==> src/design/miller_index_plane_basis_defines.svh <==
// Assertion macros used by the plane basis datapath.
`ifndef MILLER_INDEX_PLANE_BASIS_DEFINES_SVH
`define MILLER_INDEX_PLANE_BASIS_DEFINES_SVH

// same-cycle implication
`define MIPB_ASSERT_NOW(label, ck, rn, ante, cons, msg) \
    label: assert property (@(posedge ck) disable iff (!rn) (ante) |-> (cons)) \
        else $error(msg);

// next-cycle implication
`define MIPB_ASSERT_NEXT(label, ck, rn, ante, cons, msg) \
    label: assert property (@(posedge ck) disable iff (!rn) (ante) |=> (cons)) \
        else $error(msg);

`endif

==> src/design/mipb_pkg.sv <==
// Types, constants and helper functions for the Miller index plane basis block.
package mipb_pkg;

    localparam int INDEX_BITS = 8;
    localparam int OUT_BITS   = 16;
    localparam int MAG_BITS   = INDEX_BITS;
    localparam int CNT_BITS   = $clog2(MAG_BITS + 1);

    typedef struct packed {
        logic signed [INDEX_BITS-1:0] index_h;
        logic signed [INDEX_BITS-1:0] index_k;
        logic signed [INDEX_BITS-1:0] index_l;
    } index_word_t;

    typedef struct packed {
        logic signed [OUT_BITS-1:0] first_x;
        logic signed [OUT_BITS-1:0] first_y;
        logic signed [OUT_BITS-1:0] first_z;
        logic signed [OUT_BITS-1:0] second_x;
        logic signed [OUT_BITS-1:0] second_y;
        logic signed [OUT_BITS-1:0] second_z;
    } basis_word_t;

    typedef enum logic [1:0] {
        CLS_NONE,
        CLS_ONE,
        CLS_TWO
    } zero_class_t;

    typedef enum logic [2:0] {
        ST_IDLE,
        ST_CLASSIFY,
        ST_GCD,
        ST_DIV_U,
        ST_DIV_V,
        ST_FINISH
    } state_t;

    localparam logic JOB_FIRST  = 1'b0;
    localparam logic JOB_SECOND = 1'b1;
    localparam logic WHICH_U    = 1'b0;
    localparam logic WHICH_V    = 1'b1;

    localparam logic [1:0] SLOT_FIRST_U  = {JOB_FIRST, WHICH_U};
    localparam logic [1:0] SLOT_FIRST_V  = {JOB_FIRST, WHICH_V};
    localparam logic [1:0] SLOT_SECOND_U = {JOB_SECOND, WHICH_U};
    localparam logic [1:0] SLOT_SECOND_V = {JOB_SECOND, WHICH_V};

    localparam logic [1:0] AXIS_X = 2'd0;
    localparam logic [1:0] AXIS_Y = 2'd1;
    localparam logic [1:0] AXIS_Z = 2'd2;

    typedef struct packed {
        logic       capture;
        logic       gcd_load;
        logic       gcd_job;
        logic       gcd_step;
        logic       g_latch;
        logic       div_load;
        logic [1:0] div_slot;
        logic       div_step;
        logic       store;
        logic       out_load;
    } mipb_cmd_t;

    typedef struct packed {
        zero_class_t zclass;
        logic        gcd_done;
        logic        div_done;
        logic        out_free;
    } mipb_stat_t;

    function automatic logic [MAG_BITS-1:0] magnitude(input logic [INDEX_BITS-1:0] v);
        return v[INDEX_BITS-1] ? (~v + 1'b1) : v;
    endfunction

    function automatic logic [OUT_BITS-1:0] apply_sign(input logic [MAG_BITS-1:0] q,
                                                       input logic neg);
        logic [31:0] e;
        e = 32'(q);
        if (neg)
        begin
            e = 32'd0 - e;
        end
        return e[OUT_BITS-1:0];
    endfunction

endpackage

==> src/design/mipb_datapath.sv <==
// Datapath: index capture, zero classification, shared gcd/divide unit, result register.
`include "miller_index_plane_basis_defines.svh"

module mipb_datapath (
    input  logic                 clk,
    input  logic                 rst_n,
    input  mipb_pkg::index_word_t index_word,
    input  mipb_pkg::mipb_cmd_t  cmd,
    output mipb_pkg::mipb_stat_t stat,
    output mipb_pkg::basis_word_t basis_word,
    output logic                 basis_valid,
    input  logic                 basis_stall
);
    import mipb_pkg::*;

    index_word_t         idx_reg;
    logic [MAG_BITS-1:0] x_reg, x_next;
    logic [MAG_BITS-1:0] y_reg, y_next;
    logic [MAG_BITS-1:0] g_reg, g_next;
    logic [CNT_BITS-1:0] shift_reg, shift_next;
    logic [CNT_BITS-1:0] cnt_reg, cnt_next;
    logic [1:0]          dslot_reg, dslot_next;
    logic [MAG_BITS-1:0] q_reg [4];
    basis_word_t         basis_word_reg;
    logic                basis_valid_reg, basis_valid_next;

    logic                  zh, zk, zl;
    logic [1:0]            zeros;
    zero_class_t           zclass;
    logic [1:0]            perm0, perm1, perm2;
    logic [INDEX_BITS-1:0] p1, p2;
    logic [MAG_BITS-1:0]   mh, mk, ml, mp1, mp2;
    logic [MAG_BITS-1:0]   gu_second, gv_second;
    logic [MAG_BITS-1:0]   dividend;
    logic [MAG_BITS:0]     trial;
    logic [MAG_BITS:0]     diff;
    logic                  n0, n1, n2, n3;
    logic [OUT_BITS-1:0]   v0, v1, v2, v3;
    logic [OUT_BITS-1:0]   first_v [3];
    logic [OUT_BITS-1:0]   second_v [3];
    logic                  out_free;

    function automatic logic [INDEX_BITS-1:0] pick(input logic [1:0] sel,
                                                   input logic [INDEX_BITS-1:0] h,
                                                   input logic [INDEX_BITS-1:0] k,
                                                   input logic [INDEX_BITS-1:0] l);
        logic [INDEX_BITS-1:0] r;
        case (sel)
            AXIS_X:  r = h;
            AXIS_Y:  r = k;
            default: r = l;
        endcase
        return r;
    endfunction

    // classification and permutation
    always_comb
    begin
        zh    = (idx_reg.index_h == '0);
        zk    = (idx_reg.index_k == '0);
        zl    = (idx_reg.index_l == '0);
        zeros = {1'b0, zh} + {1'b0, zk} + {1'b0, zl};
        case (zeros)
            2'd0:    zclass = CLS_NONE;
            2'd1:    zclass = CLS_ONE;
            default: zclass = CLS_TWO;
        endcase
        perm0 = AXIS_X;
        perm1 = AXIS_Y;
        perm2 = AXIS_Z;
        if (zh)
        begin
            if (!zk && zl)
            begin
                perm1 = AXIS_Z;
                perm2 = AXIS_Y;
            end
        end
        else if (zk)
        begin
            perm0 = AXIS_Y;
            if (zl)
            begin
                perm1 = AXIS_Z;
                perm2 = AXIS_X;
            end
            else
            begin
                perm1 = AXIS_X;
            end
        end
        else if (zl)
        begin
            perm0 = AXIS_Z;
            perm2 = AXIS_X;
        end
        p1  = pick(perm1, idx_reg.index_h, idx_reg.index_k, idx_reg.index_l);
        p2  = pick(perm2, idx_reg.index_h, idx_reg.index_k, idx_reg.index_l);
        mh  = magnitude(idx_reg.index_h);
        mk  = magnitude(idx_reg.index_k);
        ml  = magnitude(idx_reg.index_l);
        mp1 = magnitude(p1);
        mp2 = magnitude(p2);
        gu_second = (zclass == CLS_NONE) ? ml : mp2;
        gv_second = (zclass == CLS_NONE) ? mk : mp1;
    end

    always_comb
    begin
        case (cmd.div_slot)
            SLOT_FIRST_U:  dividend = ml;
            SLOT_FIRST_V:  dividend = mh;
            SLOT_SECOND_U: dividend = gu_second;
            default:       dividend = gv_second;
        endcase
    end

    // shared subtract-shift unit: binary gcd, then restoring division
    always_comb
    begin
        x_next     = x_reg;
        y_next     = y_reg;
        g_next     = g_reg;
        shift_next = shift_reg;
        cnt_next   = cnt_reg;
        dslot_next = dslot_reg;
        trial      = {x_reg, y_reg[MAG_BITS-1]};
        diff       = trial - {1'b0, g_reg};
        if (cmd.gcd_load)
        begin
            x_next     = (cmd.gcd_job == JOB_FIRST) ? ml : gu_second;
            y_next     = (cmd.gcd_job == JOB_FIRST) ? mh : gv_second;
            shift_next = '0;
        end
        else if (cmd.gcd_step)
        begin
            if (!x_reg[0] && !y_reg[0])
            begin
                x_next     = x_reg >> 1;
                y_next     = y_reg >> 1;
                shift_next = shift_reg + 1'b1;
            end
            else if (!x_reg[0])
            begin
                x_next = x_reg >> 1;
            end
            else if (!y_reg[0])
            begin
                y_next = y_reg >> 1;
            end
            else if (x_reg > y_reg)
            begin
                x_next = (x_reg - y_reg) >> 1;
            end
            else
            begin
                y_next = (y_reg - x_reg) >> 1;
            end
        end
        if (cmd.g_latch)
        begin
            g_next = x_reg << shift_reg;
        end
        if (cmd.div_load)
        begin
            x_next     = '0;
            y_next     = dividend;
            cnt_next   = '0;
            dslot_next = cmd.div_slot;
        end
        else if (cmd.div_step)
        begin
            if (trial >= {1'b0, g_reg})
            begin
                x_next = diff[MAG_BITS-1:0];
                y_next = {y_reg[MAG_BITS-2:0], 1'b1};
            end
            else
            begin
                x_next = trial[MAG_BITS-1:0];
                y_next = {y_reg[MAG_BITS-2:0], 1'b0};
            end
            cnt_next = cnt_reg + 1'b1;
        end
    end

    // result assembly
    always_comb
    begin
        n0 = idx_reg.index_k[INDEX_BITS-1] ^ idx_reg.index_l[INDEX_BITS-1];
        n1 = ~(idx_reg.index_k[INDEX_BITS-1] ^ idx_reg.index_h[INDEX_BITS-1]);
        n2 = (zclass == CLS_NONE)
           ? (idx_reg.index_h[INDEX_BITS-1] ^ idx_reg.index_l[INDEX_BITS-1])
           : p2[INDEX_BITS-1];
        n3 = (zclass == CLS_NONE)
           ? ~(idx_reg.index_h[INDEX_BITS-1] ^ idx_reg.index_k[INDEX_BITS-1])
           : ~p1[INDEX_BITS-1];
        v0 = apply_sign(q_reg[SLOT_FIRST_U], n0);
        v1 = apply_sign(q_reg[SLOT_FIRST_V], n1);
        v2 = apply_sign(q_reg[SLOT_SECOND_U], n2);
        v3 = apply_sign(q_reg[SLOT_SECOND_V], n3);
        for (int i = 0; i < 3; i++)
        begin
            first_v[i]  = '0;
            second_v[i] = '0;
            case (zclass)
                CLS_NONE:
                begin
                    if (2'(i) == AXIS_X)
                    begin
                        first_v[i] = v0;
                    end
                    if (2'(i) == AXIS_Z)
                    begin
                        first_v[i]  = v1;
                        second_v[i] = v3;
                    end
                    if (2'(i) == AXIS_Y)
                    begin
                        second_v[i] = v2;
                    end
                end
                CLS_ONE:
                begin
                    if (2'(i) == perm0)
                    begin
                        first_v[i] = OUT_BITS'(1);
                    end
                    if (2'(i) == perm1)
                    begin
                        second_v[i] = v2;
                    end
                    if (2'(i) == perm2)
                    begin
                        second_v[i] = v3;
                    end
                end
                default:
                begin
                    if (2'(i) == perm0)
                    begin
                        first_v[i] = OUT_BITS'(1);
                    end
                    if (2'(i) == perm1)
                    begin
                        second_v[i] = OUT_BITS'(1);
                    end
                end
            endcase
        end
    end

    assign out_free         = !basis_valid_reg || !basis_stall;
    assign basis_valid_next = cmd.out_load ? 1'b1 : (basis_valid_reg && basis_stall);

    always_ff @(posedge clk or negedge rst_n)
    begin
        if (!rst_n)
        begin
            basis_valid_reg <= 1'b0;
        end
        else
        begin
            basis_valid_reg <= basis_valid_next;
        end
    end

    always_ff @(posedge clk)
    begin
        if (cmd.capture)
        begin
            idx_reg <= index_word;
        end
        x_reg     <= x_next;
        y_reg     <= y_next;
        g_reg     <= g_next;
        shift_reg <= shift_next;
        cnt_reg   <= cnt_next;
        dslot_reg <= dslot_next;
        if (cmd.store)
        begin
            q_reg[dslot_reg] <= y_reg;
        end
        if (cmd.out_load)
        begin
            basis_word_reg.first_x  <= first_v[AXIS_X];
            basis_word_reg.first_y  <= first_v[AXIS_Y];
            basis_word_reg.first_z  <= first_v[AXIS_Z];
            basis_word_reg.second_x <= second_v[AXIS_X];
            basis_word_reg.second_y <= second_v[AXIS_Y];
            basis_word_reg.second_z <= second_v[AXIS_Z];
        end
    end

    assign stat.zclass   = zclass;
    assign stat.gcd_done = (x_reg == y_reg);
    assign stat.div_done = (cnt_reg == CNT_BITS'(MAG_BITS));
    assign stat.out_free = out_free;
    assign basis_word    = basis_word_reg;
    assign basis_valid   = basis_valid_reg;

    `MIPB_ASSERT_NOW(a_gcd_live, clk, rst_n, cmd.gcd_step, x_reg != y_reg, "gcd stepped after convergence")
    `MIPB_ASSERT_NEXT(a_g_nonzero, clk, rst_n, cmd.g_latch, g_reg != '0, "zero gcd latched")
    `MIPB_ASSERT_NOW(a_exact_div, clk, rst_n, cmd.store, x_reg == '0, "quotient stored with remainder")
    `MIPB_ASSERT_NOW(a_div_bound, clk, rst_n, cmd.div_step, cnt_reg != CNT_BITS'(MAG_BITS), "divide overrun")
    `MIPB_ASSERT_NOW(a_out_free, clk, rst_n, cmd.out_load, out_free, "result register overwritten")

endmodule

==> src/design/mipb_controller.sv <==
// Controller: sequences capture, gcd and divide passes, and result hand-off.
module mipb_controller (
    input  logic                 clk,
    input  logic                 rst_n,
    input  logic                 index_valid,
    output logic                 index_stall,
    input  mipb_pkg::mipb_stat_t stat,
    output mipb_pkg::mipb_cmd_t  cmd
);
    import mipb_pkg::*;

    state_t state_reg, state_next;
    logic   job_reg, job_next;

    always_ff @(posedge clk or negedge rst_n)
    begin
        if (!rst_n)
        begin
            state_reg <= ST_IDLE;
            job_reg   <= JOB_FIRST;
        end
        else
        begin
            state_reg <= state_next;
            job_reg   <= job_next;
        end
    end

    always_comb
    begin
        state_next = state_reg;
        job_next   = job_reg;
        case (state_reg)
            ST_IDLE:
            begin
                if (index_valid)
                begin
                    state_next = ST_CLASSIFY;
                end
            end
            ST_CLASSIFY:
            begin
                case (stat.zclass)
                    CLS_NONE:
                    begin
                        job_next   = JOB_FIRST;
                        state_next = ST_GCD;
                    end
                    CLS_ONE:
                    begin
                        job_next   = JOB_SECOND;
                        state_next = ST_GCD;
                    end
                    default:
                    begin
                        state_next = ST_FINISH;
                    end
                endcase
            end
            ST_GCD:
            begin
                if (stat.gcd_done)
                begin
                    state_next = ST_DIV_U;
                end
            end
            ST_DIV_U:
            begin
                if (stat.div_done)
                begin
                    state_next = ST_DIV_V;
                end
            end
            ST_DIV_V:
            begin
                if (stat.div_done)
                begin
                    if (job_reg == JOB_FIRST)
                    begin
                        job_next   = JOB_SECOND;
                        state_next = ST_GCD;
                    end
                    else
                    begin
                        state_next = ST_FINISH;
                    end
                end
            end
            ST_FINISH:
            begin
                if (stat.out_free)
                begin
                    state_next = ST_IDLE;
                end
            end
            default:
            begin
                state_next = ST_IDLE;
            end
        endcase
    end

    always_comb
    begin
        cmd         = '0;
        index_stall = 1'b1;
        case (state_reg)
            ST_IDLE:
            begin
                index_stall = 1'b0;
                cmd.capture = index_valid;
            end
            ST_CLASSIFY:
            begin
                case (stat.zclass)
                    CLS_NONE:
                    begin
                        cmd.gcd_load = 1'b1;
                        cmd.gcd_job  = JOB_FIRST;
                    end
                    CLS_ONE:
                    begin
                        cmd.gcd_load = 1'b1;
                        cmd.gcd_job  = JOB_SECOND;
                    end
                    default:
                    begin
                        cmd.gcd_load = 1'b0;
                    end
                endcase
            end
            ST_GCD:
            begin
                if (stat.gcd_done)
                begin
                    cmd.g_latch  = 1'b1;
                    cmd.div_load = 1'b1;
                    cmd.div_slot = {job_reg, WHICH_U};
                end
                else
                begin
                    cmd.gcd_step = 1'b1;
                end
            end
            ST_DIV_U:
            begin
                if (stat.div_done)
                begin
                    cmd.store    = 1'b1;
                    cmd.div_load = 1'b1;
                    cmd.div_slot = {job_reg, WHICH_V};
                end
                else
                begin
                    cmd.div_step = 1'b1;
                end
            end
            ST_DIV_V:
            begin
                if (stat.div_done)
                begin
                    cmd.store = 1'b1;
                    if (job_reg == JOB_FIRST)
                    begin
                        cmd.gcd_load = 1'b1;
                        cmd.gcd_job  = JOB_SECOND;
                    end
                end
                else
                begin
                    cmd.div_step = 1'b1;
                end
            end
            ST_FINISH:
            begin
                cmd.out_load = stat.out_free;
            end
            default:
            begin
                index_stall = 1'b1;
            end
        endcase
    end

endmodule

==> src/design/miller_index_plane_basis.sv <==
// Top level: Miller index to two gcd-reduced in-plane lattice vectors.
// One index word in, one basis word out. Words are handled one at a time: a word is taken
// in the idle state, then the shared subtract-shift unit runs a binary gcd, latches it,
// and runs two restoring divisions, once for each vector that needs reducing. An index
// with no zero component reduces both vectors; one zero reduces one vector; two or three
// zeros reduce none. The result sits in an output register, so the next index is taken
// while it waits.
module miller_index_plane_basis (
    input  logic                  clk,
    input  logic                  rst_n,
    input  logic                  index_valid,
    output logic                  index_stall,
    input  mipb_pkg::index_word_t index_word,
    output logic                  basis_valid,
    input  logic                  basis_stall,
    output mipb_pkg::basis_word_t basis_word
);
    import mipb_pkg::*;

    mipb_cmd_t  cmd;
    mipb_stat_t stat;

    mipb_controller u_ctrl (
        .clk         (clk),
        .rst_n       (rst_n),
        .index_valid (index_valid),
        .index_stall (index_stall),
        .stat        (stat),
        .cmd         (cmd)
    );

    mipb_datapath u_dp (
        .clk         (clk),
        .rst_n       (rst_n),
        .index_word  (index_word),
        .cmd         (cmd),
        .stat        (stat),
        .basis_word  (basis_word),
        .basis_valid (basis_valid),
        .basis_stall (basis_stall)
    );

endmodule

==> config.mk <==
export PLATFORM = sky130hd
export DESIGN_NAME = miller_index_plane_basis
export DESIGN_NICKNAME = d
export VERILOG_FILES = /design/src/design/mipb_pkg.sv /design/src/design/mipb_datapath.sv /design/src/design/mipb_controller.sv /design/src/design/miller_index_plane_basis.sv
export VERILOG_INCLUDE_DIRS = /design/src /design/src/design
export SDC_FILE = /design/constraint.sdc
export NUM_CORES = 1
export LEC_CHECK = 0
export BUFFER_PORTS_ARGS = -buffer_cell sky130_fd_sc_hd__buf_2
export CAP_MARGIN = 20
export CORE_UTILIZATION = 52
export DETAILED_ROUTE_END_ITERATION = 8
export PLACE_DENSITY = 0.79
export SYNTH_ARGS = -nofsm -noshare
export SYNTH_HDL_FRONTEND = slang
export SYNTH_SLANG_ARGS = --single-unit
==> constraint.sdc <==
create_clock -name clk -period 4.5 [get_ports clk]
set_clock_uncertainty 0.2 [all_clocks]
set_input_delay 0.225 -clock clk [delete_from_list [all_inputs] [get_ports clk]]
set_output_delay 0.225 -clock clk [all_outputs]
set_load 0.02 [all_outputs]
==> metrics.md <==
| Metric | Value |
|---|---|
| Status | `completed` |
| Fillers | `1594` |
| Final min period | `4.20 ns` |
| VDD IR max | `257 uV` |
| Largest cells by area after synthesis | `edfxtp_1, ha_1, buf_4` |
| Area Growth Syn to Fin | `14.0%` |
| Yosys top cell area share | `0.364` |
| Top Ports | `126` |
| Clock slew at reported path FFs | `0.07 ns` |
| CTS Sinks | `between 100 and 150` |
| Hold Crit Start | `index_valid` |
| Post-Route Utilization | `0.605` |
| Min Hold Slack | `roughly 0.14 ns` |
| Dpl ws | `approximately 0.42 ns` |
| Worst min path class | `in2reg` |
| Setup crit end kind | `register` |
| PwrDens | `248 nW/um2` |
| Vias in the first global route | `7964` |
| Storage element area | `4050 um2` |
| Detail Route Antenna Nets | `0` |
| Wirelength per Cell | `19.2 um` |
| Syn Inst Count | `1040` |
| Final worst setup slack | `0.304 ns` |
| Residual DRC | `0` |
| Pins Over Slew Limit | `0` |
| DP HPWL | `19800 um` |
| Number of synthesized register bits | `roughly 140` |
| Crit-path max FO | `21` |
| Critical R2R Launch | `u_dp.idx_reg[16]` |
| H-tree depth | `4` |
| Core area | `~19000 um2` |
| Post-synthesis sequential area ratio | `0.409` |
| Beginning of the critical path | `u_dp.idx_reg[16]` |
| DIE WIDTH | `140 um` |
| Clock Latency Late Sink | `0.44 ns` |
| First-pass GRT wire length | `approximately 42000 um` |
| Ys flop type | `edfxtp_1` |
| Slew margin rel. | `0.315` |
| DIE AREA | `19600 um2` |
| Post-synth EDFFs | `120` |
| Fraction of registers with async set/reset | `0.0355` |
| Final Hold Fails | `0` |
| Layout cells sized above 1 | `0.181` |
| 1st-iter DRT viols | `between 800 and 900` |
| Initial Util | `0.530` |
| Vias after detailed routing | `8542` |
| Unrepaired setup endpoints after global routing | `false` |
| Synth Cell Area | `between 9000 and 10000 um2` |
| Num CTS Buffers | `17` |
| Std cell rows | `50` |
| Antenna Cells | `0` |
| Post-cts resize count | `0` |
| First-pass DRT Iterations | `6` |
| IO buf count | `110` |
| Final setup viols | `0` |
| Clock Path Buffers | `2` |
| Max Fclk | `0.238 GHz` |
| Critical Path AT | `4.16 ns` |
| Warnings from Yosys | `0` |
| Synth cell types | `93` |
| Routed wire length | `26700 um` |
| Max-Cap Viols | `0` |
| Setup TNS | `0 ns` |
| Antenna violations before repair | `0` |
| Critical Path Start Type | `register` |
| Congestion Overflow GR | `0` |
| Area of the multi-input gates | `about 5000 um2` |
| R2R Setup Slk | `0.30 ns` |
| Syn avg cell area | `9.51 um2` |
| Nets | `1214` |
| Period utilization | `0.932` |
| CP Class | `reg2reg` |
| Largest net degree at the start of global routing | `47` |
| Die Ht | `140 um` |
| Vias per inst | `just over 6` |
| Static Leak | `around 4.5 nW` |
| Max FFs per register | `46` |
| Design Power | `0.00279 W` |
| Global-route usage over all layers | `0.280` |
| Clk root buf | `clkbuf_16` |
| CP required | `4.46 ns` |
| Synth area leader | `edfxtp_1` |
| Measured slew at the worst slew-check pin | `1.02 ns` |
| GPL Wtd Cong | `0.979` |
| CTS tree | `done` |
-- logic make-up after synthesis --
| kind of cell | synth area share |
|---|---|
| multiplexers | 0.0342 |
| AND/OR/NAND/NOR | 0.176 |
| adder cells (fa/ha/maj) | 0.0542 |
| buffers and inverters | 0.0789 |
| AO/OA/AOI/OAI | 0.195 |
| flip-flops | 0.409 |
| other | 0.000379 |
| XOR/XNOR | 0.0523 |
-- final cells by class --
class	count	area share
multi-input combinational	763	0.454
clock buffer	17	0.0377
sequential	141	0.359
clock inverter	15	0.0117
inverter	54	0.0180
timing repair buffer	168	0.0932
tap	234	0.0260
-- metal layers --
| metal | routed length [um] | GRT usage | up-vias |
|---|---|---|---|
| li1 | - | - | 4008 |
| met1 | 11100 | 0.361 | 4014 |
| met2 | 12600 | 0.450 | 446 |
| met3 | 2130 | 0.0564 | 74 |
| met4 | 923 | 0.136 | 0 |
| met5 | 0 | 0 | - |
-- path summary, 6_finish.rpt --
kind | end | depth (start not counted)
worst min-delay path | u_ctrl.state_reg[0] | 5
worst max register to register | u_dp.y_reg[3] | 13
worst min register to register | u_dp.cnt_reg[1] | 2
worst max-delay path | u_dp.y_reg[3] | 13
max in group asynchronous | u_ctrl.job_reg | 3
min in group asynchronous | u_dp.basis_valid | 3
-- repair_timing --
action                    4_1_cts  5_1_grt
setup buffers                   0        0
hold endpoints to repair       30        0
hold buffers                   27        0
-- cells in the mapped netlist, drive strengths merged (16+ instances only) --
cell    number
dfxtp       16
clkbuf      29
xnor2       34
buf         67
nor2        94
nand2b      16
xor2        25
mux2i       21
a21oi       64
nand2       92
nor2b       16
nor3        32
inv         52
nand3       16
o21ai       60
ha          38
edfxtp     120
-- worst max-delay path, cell delays in order (launching register included) --
cell and delay, ns:
edfxtp_1 0.50, inv_1 0.12, ha_1 0.21, nor3b_2 0.37
nand2_1 0.28, xnor2_1 0.21, ha_1 0.45, nor3_2 0.44
buf_4 0.34, nand3_1 0.11, a21oi_1 0.18, a311oi_1 0.07
a221oi_1 0.32, a32oi_1 0.11
-- cell usage in the layout (no fill, tap or decap), types with 16 or more instances in the layout --
cell type / Yosys / routed
clkbuf_16: 0 / 17
dfxtp_1: 16 / 16
xnor2_1: 34 / 34
dlygate4sd3_1: 0 / 27
mux2i_1: 20 / 20
buf_2: 6 / 111
nor2_1: 94 / 94
inv_1: 52 / 52
nor3_1: 29 / 29
xor2_1: 25 / 25
buf_4: 54 / 29
edfxtp_1: 120 / 120
nor2b_1: 16 / 16
nand2_1: 91 / 91
ha_1: 38 / 38
a21oi_1: 64 / 63
o21ai_0: 57 / 57
nand2b_1: 16 / 16
-- power by group --
part,internal [W],total [W],switching [W]
clock network,0.000724,0.00135,0.000628
registers,0.00140,0.00140,0.0000000000000000000539
logic,0.0000235,0.0000423,0.0000188
-- stage by stage --
step	cells	cell area [um2]
3_3_place_gp	1331	10400
3_5_place_dp	1331	10400
5_1_grt	1392	11300
4_1_cts	1390	11300
2_1_floorplan	1054	9940
6_report	1392	11300
Power figures use the tool's default switching activity.
